--- src/rtl/rfg_pkg.sv ---
package rfg_pkg;

  // Widths fixed by the ports.
  localparam int PIXEL_BITS     = 16;
  localparam int GRAD_BITS      = 17;
  localparam int CFG_BITS       = 13;
  localparam int CFG_INDEX_BITS = 2;
  localparam int ROW_BITS       = 12;

  // Register reset values and the legal range of the height.
  localparam logic [CFG_BITS-1:0] WIDTH_RESET  = 13'd640;
  localparam logic [CFG_BITS-1:0] HEIGHT_RESET = 13'd480;
  localparam logic [CFG_BITS-1:0] HEIGHT_MIN   = 13'd2;
  localparam logic [CFG_BITS-1:0] HEIGHT_LIMIT = 13'd4096;

  // Configuration register indexes.
  typedef enum logic [CFG_INDEX_BITS-1:0] {
    REG_IMAGE_WIDTH  = 2'd0,
    REG_IMAGE_HEIGHT = 2'd1
  } cfg_reg_t;

  // Control flags of a request between the line store and the gradient stage.
  typedef struct packed {
    logic valid;
    logic first_col;
    logic last_col;
    logic frame_last;
  } rfg_ctl_t;

endpackage

--- src/rtl/rfg_grad_stage.sv ---
module rfg_grad_stage #(
  parameter int SAMPLE_BITS = 16
) (
  input  logic                        clk,
  input  logic                        rst,
  input  rfg_pkg::rfg_ctl_t           ctl,
  input  logic [SAMPLE_BITS-1:0]      below,
  input  logic [SAMPLE_BITS-1:0]      here_first,
  input  logic [SAMPLE_BITS-1:0]      right,
  input  logic                        result_stall,
  output logic                        take,
  output logic                        result_valid,
  output logic [rfg_pkg::GRAD_BITS-1:0] gradient,
  output logic                        frame_last
);
  import rfg_pkg::*;

  logic [SAMPLE_BITS-1:0] held_above;
  logic [SAMPLE_BITS-1:0] here;
  logic [SAMPLE_BITS-1:0] diff_v;
  logic [SAMPLE_BITS-1:0] diff_h;
  logic [SAMPLE_BITS:0]   grad_sum;

  // The output register can load whenever it is empty or being drained.
  assign take = !result_valid || !result_stall;

  // The first column takes its upper sample from the copy of entry zero;
  // other columns use the sample read one column earlier.
  assign here = ctl.first_col ? here_first : held_above;

  always_comb begin
    diff_v   = (below >= here) ? (below - here) : (here - below);
    diff_h   = (right >= here) ? (right - here) : (here - right);
    grad_sum = {1'b0, diff_v} + {1'b0, diff_h};
  end

  // Result register and the held upper-right sample.
  always_ff @(posedge clk) begin
    if (rst) begin
      result_valid <= 1'b0;
      held_above   <= '0;
    end else if (take) begin
      result_valid <= ctl.valid;
      if (ctl.valid) begin
        frame_last <= ctl.frame_last;
        if (ctl.last_col) begin
          gradient <= '0;
        end else begin
          gradient   <= GRAD_BITS'(grad_sum);
          held_above <= right;
        end
      end
    end
  end

endmodule

--- config.mk ---
export PLATFORM = sky130hd
export DESIGN_NAME = rfg_grad_stage
export DESIGN_NICKNAME = d
export VERILOG_FILES = /design/src/rtl/rfg_pkg.sv /design/src/rtl/rfg_grad_stage.sv
export SDC_FILE = /design/constraint.sdc
export NUM_CORES = 1
export LEC_CHECK = 0
export ABC_AREA = 1
export BUFFER_PORTS_ARGS = -buffer_cell sky130_fd_sc_hd__buf_2
export CAP_MARGIN = 5
export CORE_ASPECT_RATIO = 0.5
export CORE_UTILIZATION = 60
export CTS_BUF_LIST = sky130_fd_sc_hd__clkbuf_8
export DETAILED_ROUTE_END_ITERATION = 16
export MAX_ROUTING_LAYER = met4
export PLACE_DENSITY = 0.92
export RECOVER_POWER = 100
export SYNTH_ARGS = -nofsm -noshare
export SYNTH_HDL_FRONTEND = slang
export SYNTH_SLANG_ARGS = --single-unit
--- constraint.sdc ---
create_clock -name clk -period 11.3 [get_ports clk]
set_clock_uncertainty 0.2 [all_clocks]
set_input_delay 0.565 -clock clk [delete_from_list [all_inputs] [get_ports clk]]
set_output_delay 0.565 -clock clk [all_outputs]
set_load 0.005 [all_outputs]
# Word-level counts from Yosys, hierarchy flattened
# Index checks and enable logic that the tools add are counted.
dict set report classes {
  add_sub_neg 5
  n_lt_le_gt_ge 2
  mux 3
  bitwise 2
  n_reduce_logical 5
}
# op n
set ops {}
lappend ops {{$sub A16 B16 Y16} 4}
lappend ops {{$mux W16} 3}
lappend ops {{$ge A16 B16 Y1} 2}
lappend ops {{$add A16 B16 Y17} 1}
lappend ops {{$reduce_and A3 Y1} 2}
lappend ops {{$logic_not A1 Y1} 2}
lappend ops {{$not A1 Y1} 2}
lappend ops {{$logic_or A1 B1 Y1} 1}
dict set report totals {
  regBits 35
  word_cells 21
}

# Depth between registers and ports, before layout
dict set report depth {
  ltp_word 4
  mapped_depth 29
  ltp_nobuf 27
}

# Worst setup path after synthesis
# Ideal clock, no wire load.
dict set report synth_timing {
  kind {input-to-reg}
  startpoint {in ctl[2] in the netlist's numbering}
  endpoint {reg gradient[14] in the netlist's numbering, data pin}
  arrival_time_ns 3.768
  setup_slack_ns 7.078
  path_stages 24
  path_cell_list {clkbuf_1 -> o21ai_0 -> inv_1 -> fa_1 -> inv_1 -> nand3_1 -> nand2_1 -> nand2_1 -> nand3_1 -> nand2_1 -> nand2_4 -> inv_4 -> buf_6 -> nand2_1 -> o21ai_2 -> fa_1 -> nand2_1 -> nand2_1 -> o21ai_0 -> o21ai_0 -> nand3_1 -> nand3_1 -> nand2_1 -> nor2_1}
}
dict set report synth_between {
  elab_chain_len 4
}
# item line
set synth_rtl {}
lappend synth_rtl {{start: declaration} rfg_grad_stage.sv:6} ;# input rfg_pkg::rfg_ctl_t ctl,
lappend synth_rtl {{$mux W16 *} rfg_grad_stage.sv:29} ;# assign here = ctl.first_col ? here_first : held_above;
lappend synth_rtl {{$sub A16 B16 Y16 (tied with other cells)} rfg_grad_stage.sv:32} ;# diff_v = (below >= here) ? (below - here) : (here - below);
lappend synth_rtl {{$mux W16 (on tied branches)} {rfg_grad_stage.sv:32, rfg_grad_stage.sv:33}}
lappend synth_rtl {{$add A16 B16 Y17 *} rfg_grad_stage.sv:34} ;# grad_sum = {1'b0, diff_v} + {1'b0, diff_h};
lappend synth_rtl {{end signal: assignment} rfg_grad_stage.sv:49} ;# gradient <= GRAD_BITS'(grad_sum);
lappend synth_rtl {{end: declaration} rfg_grad_stage.sv:13} ;# output logic [rfg_pkg::GRAD_BITS-1:0] gradient,
# Mark *: on every way between the ends. The rest lies on a longest branch, timed or not.
# A chain may end at the register's enable or synchronous reset.

# Worst setup path after layout
# Ends and elaborated chain as after synthesis.

==> metrics <==
Switching Fraction=51.7%; post-CTS setup buffer count=0; CP max stage cell=clkbuf_1; most common cell in the netlist=nand2_1; vias in the first global route=5860; Design Area, Final=0.00663 mm^2; hold_buf cts=0; 1st-pass router iterations=10; first-pass GRT wire length=29400 um; syn nets=1173; Int Power=0.432 mW; Final Hold Viols=0; reg2reg setup slack=6.13 ns; top_reg_cell synth=edfxtp_1; Post-Synthesis Cells=1035; clock slew at reported path FFs=0.10 ns; asr flop ratio synth=0%; hold path depth=1; max_cap viols=0; clk sink count=35; synth warn=0; crit-path max cell delay=0.85 ns; combinational power share=68.0%; Num CTS Buffers=5; worst min-delay path startpoint=ctl[0]; Slew Viols, Final=0; largest net degree at the start of global routing=33; All-Layer GR Usage=37.0%; leakage power=3.83 nW; Min-Delay Path Class=input pin to register; crit path buf inv count=4; initial antenna violation count=1; Initial Util=63.3%; worst reg2reg path startpoint=held_above[2]; Avg Synthesized Cell Area=5.93 um^2; worst hold slack=0.220 ns; Routed Antenna Nets=0; most instantiated cells after synthesis=345 x nand2_1, 181 x inv_1, 83 x nand3_1; share of layout cells above drive strength 1=9.96%; CTS Buffer Depth=2; final setup fails=0; Achievable Freq=167 MHz; Final Util=68.4%; crit path kind=input pin to register; DP HPWL=15600 um; Worst R2R Path Depth=23; Crit path top cell by count=nand2_1; min Tclk post-route=5.97 ns; Power Dens Cells=135 mW/mm^2; Final Wtd Congestion=0.975; hold worst-path end=frame_last; Crit. End Element=register; clock latency on the worst-skew pair=0.32 ns; WP data required=11.17 ns; post-synthesis cell area=0.00614 mm^2; Die Area=0.0107 mm^2; reg2reg end=gradient[14]; I/O Pins=75; # port buffers=74; die span in x=145 um; slew of the pin with the lowest slew margin=1.49 ns; area share of the largest cell type after synthesis=21.1%; WL/cell=15.0 um; crit-path max FO=31; row count=25; status=finished, final reports clean; top cells by area, synth=nand2_1 21%, ha_1 16%, inv_1 11%, edfxtp_1 8.8%, nand3_1 6.8%; synth-to-layout area growth=7.99%; Clock power frac=14.1%; Post-Route WL=18400 um; distinct cell type count after synthesis=41; grt ovf=0; Nets=1231; worst vdd ir=0.0569 mV; Slew headroom=0.949%; unrepaired setup endpoints after global routing=false; flip-flop and latch count after synthesis=35; EDFF count, synth=18; CTS tree=yes; DRC=0; DR iter-0 viols=589; vias=6678; fin crit share=52.9%; post-synth top area cell=nand2_1; placed instance area=0.00654 mm^2; post-synthesis sequential area ratio=14.3%; CTS resizes=0; Fill cells=910; Die Y=73.5 um; delay-heaviest family, CP=simple AND/OR/NAND/NOR gates; H-tree Lvls=2; total negative slack=0 ns; Root Driver=clkbuf_8; switching power=0.462 mW; number of vias per cell=5.43; Critical Path AT=5.84 ns; core region area=0.00970 mm^2; Startpoint Class=input pin; Seq pwr share=17.8%
-- kinds of logic after synthesis --
family                   synth area share (%)
flip-flops                               14.3
multiplexers                            0.163
adder cells (fa/ha/maj)                  17.5
AND/OR/NAND/NOR                          36.8
AO/OA/AOI/OAI                            13.4
XOR/XNOR                                 3.57
buffers and inverters                    14.2
-- power groups by stage --
| stage | logic [mW] | registers (mW) | clock network [mW] |
|---|---|---|---|
| 2_1_floorplan | 0.452 | 0.164 | 0 |
| 3_3_place_gp | 0.581 | 0.162 | 0 |
| 3_5_place_dp | 0.591 | 0.162 | 0 |
| 4_1_cts | 0.594 | 0.159 | 0.127 |
| 5_1_grt | 0.681 | 0.161 | 0.132 |
| 6_report | 0.608 | 0.159 | 0.126 |
-- stage by stage --
step,std cells,power [mW],setup slack [ns]
6_report,1230,0.894,5.33
5_1_grt,1230,0.973,4.61
4_1_cts,1229,0.880,6.28
3_5_place_dp,1221,0.753,5.96
3_3_place_gp,1221,0.743,6.13
2_1_floorplan,1035,0.615,7.08
-- worst max path at each step --
stage | to | startpoint | cells after the start
2_1_floorplan | gradient[14] | ctl[2] | 24
3_3_place_gp | gradient[14] | ctl[2] | 21
3_5_place_dp | gradient[14] | ctl[2] | 22
4_1_cts | gradient[14] | ctl[2] | 25
5_1_grt | gradient[10] | ctl[2] | 24
6_report | gradient[14] | ctl[2] | 25
-- sequential cells by signal, summed over array words and instances (netlist names) --
name,flops
result_valid,1
gradient,17
held_above,16
frame_last,1
-- routing by layer --
metal | GRT usage, % | routed length [um]
met5 | - | 0
met4 | 4.37 | 146
met3 | 9.50 | 2120
met2 | 54.1 | 7230
met1 | 52.0 | 8930
-- worst register-to-register path, delay by kind of cell (launching register included) --
family                     cells  cell delay [ns]
AOI/OAI and AO/OA              3             0.88
DFF                            1             0.34
and+or+nand+nor               15             1.94
adders and majority gates      2             0.92
buffers and inverters          3             0.65
-- final cells by class --
cell class,count,area [um^2],share of cell area [%]
Antenna cell,1,2.50,0.0378
Clock buffer,5,68.8,1.04
Clock inverter,3,43.8,0.661
Inverter,184,693,10.5
Multi-Input combinational cell,789,4390,66.2
Sequential cell,35,881,13.3
Tap cell,135,169,2.55
Timing Repair Buffer,78,384,5.79
-- cell usage in the layout, fill, tap and decap left out, types with 2 or more instances in the layout --
cell type,count
clkbuf_8,5
o21bai_1,5
edfxtp_1,18
nor2_1,66
nand3b_1,2
a211oi_1,16
a21oi_1,62
dfxtp_1,17
nor2_2,3
ha_1,78
xnor2_1,13
buf_2,67
a21o_1,2
o21ai_2,6
inv_1,181
a21oi_2,4
o21ai_1,5
clkbuf_1,9
nor3_1,3
nand4_1,8
nand2_4,2
inv_2,2
nand3_2,3
fa_1,5
xor2_1,12
o21a_1,5
and2_0,2
o21ai_0,38
nand3_1,83
buf_4,2
nand2_2,8
nand2_1,347
and2_1,6
Power figures use the tool's default switching activity.
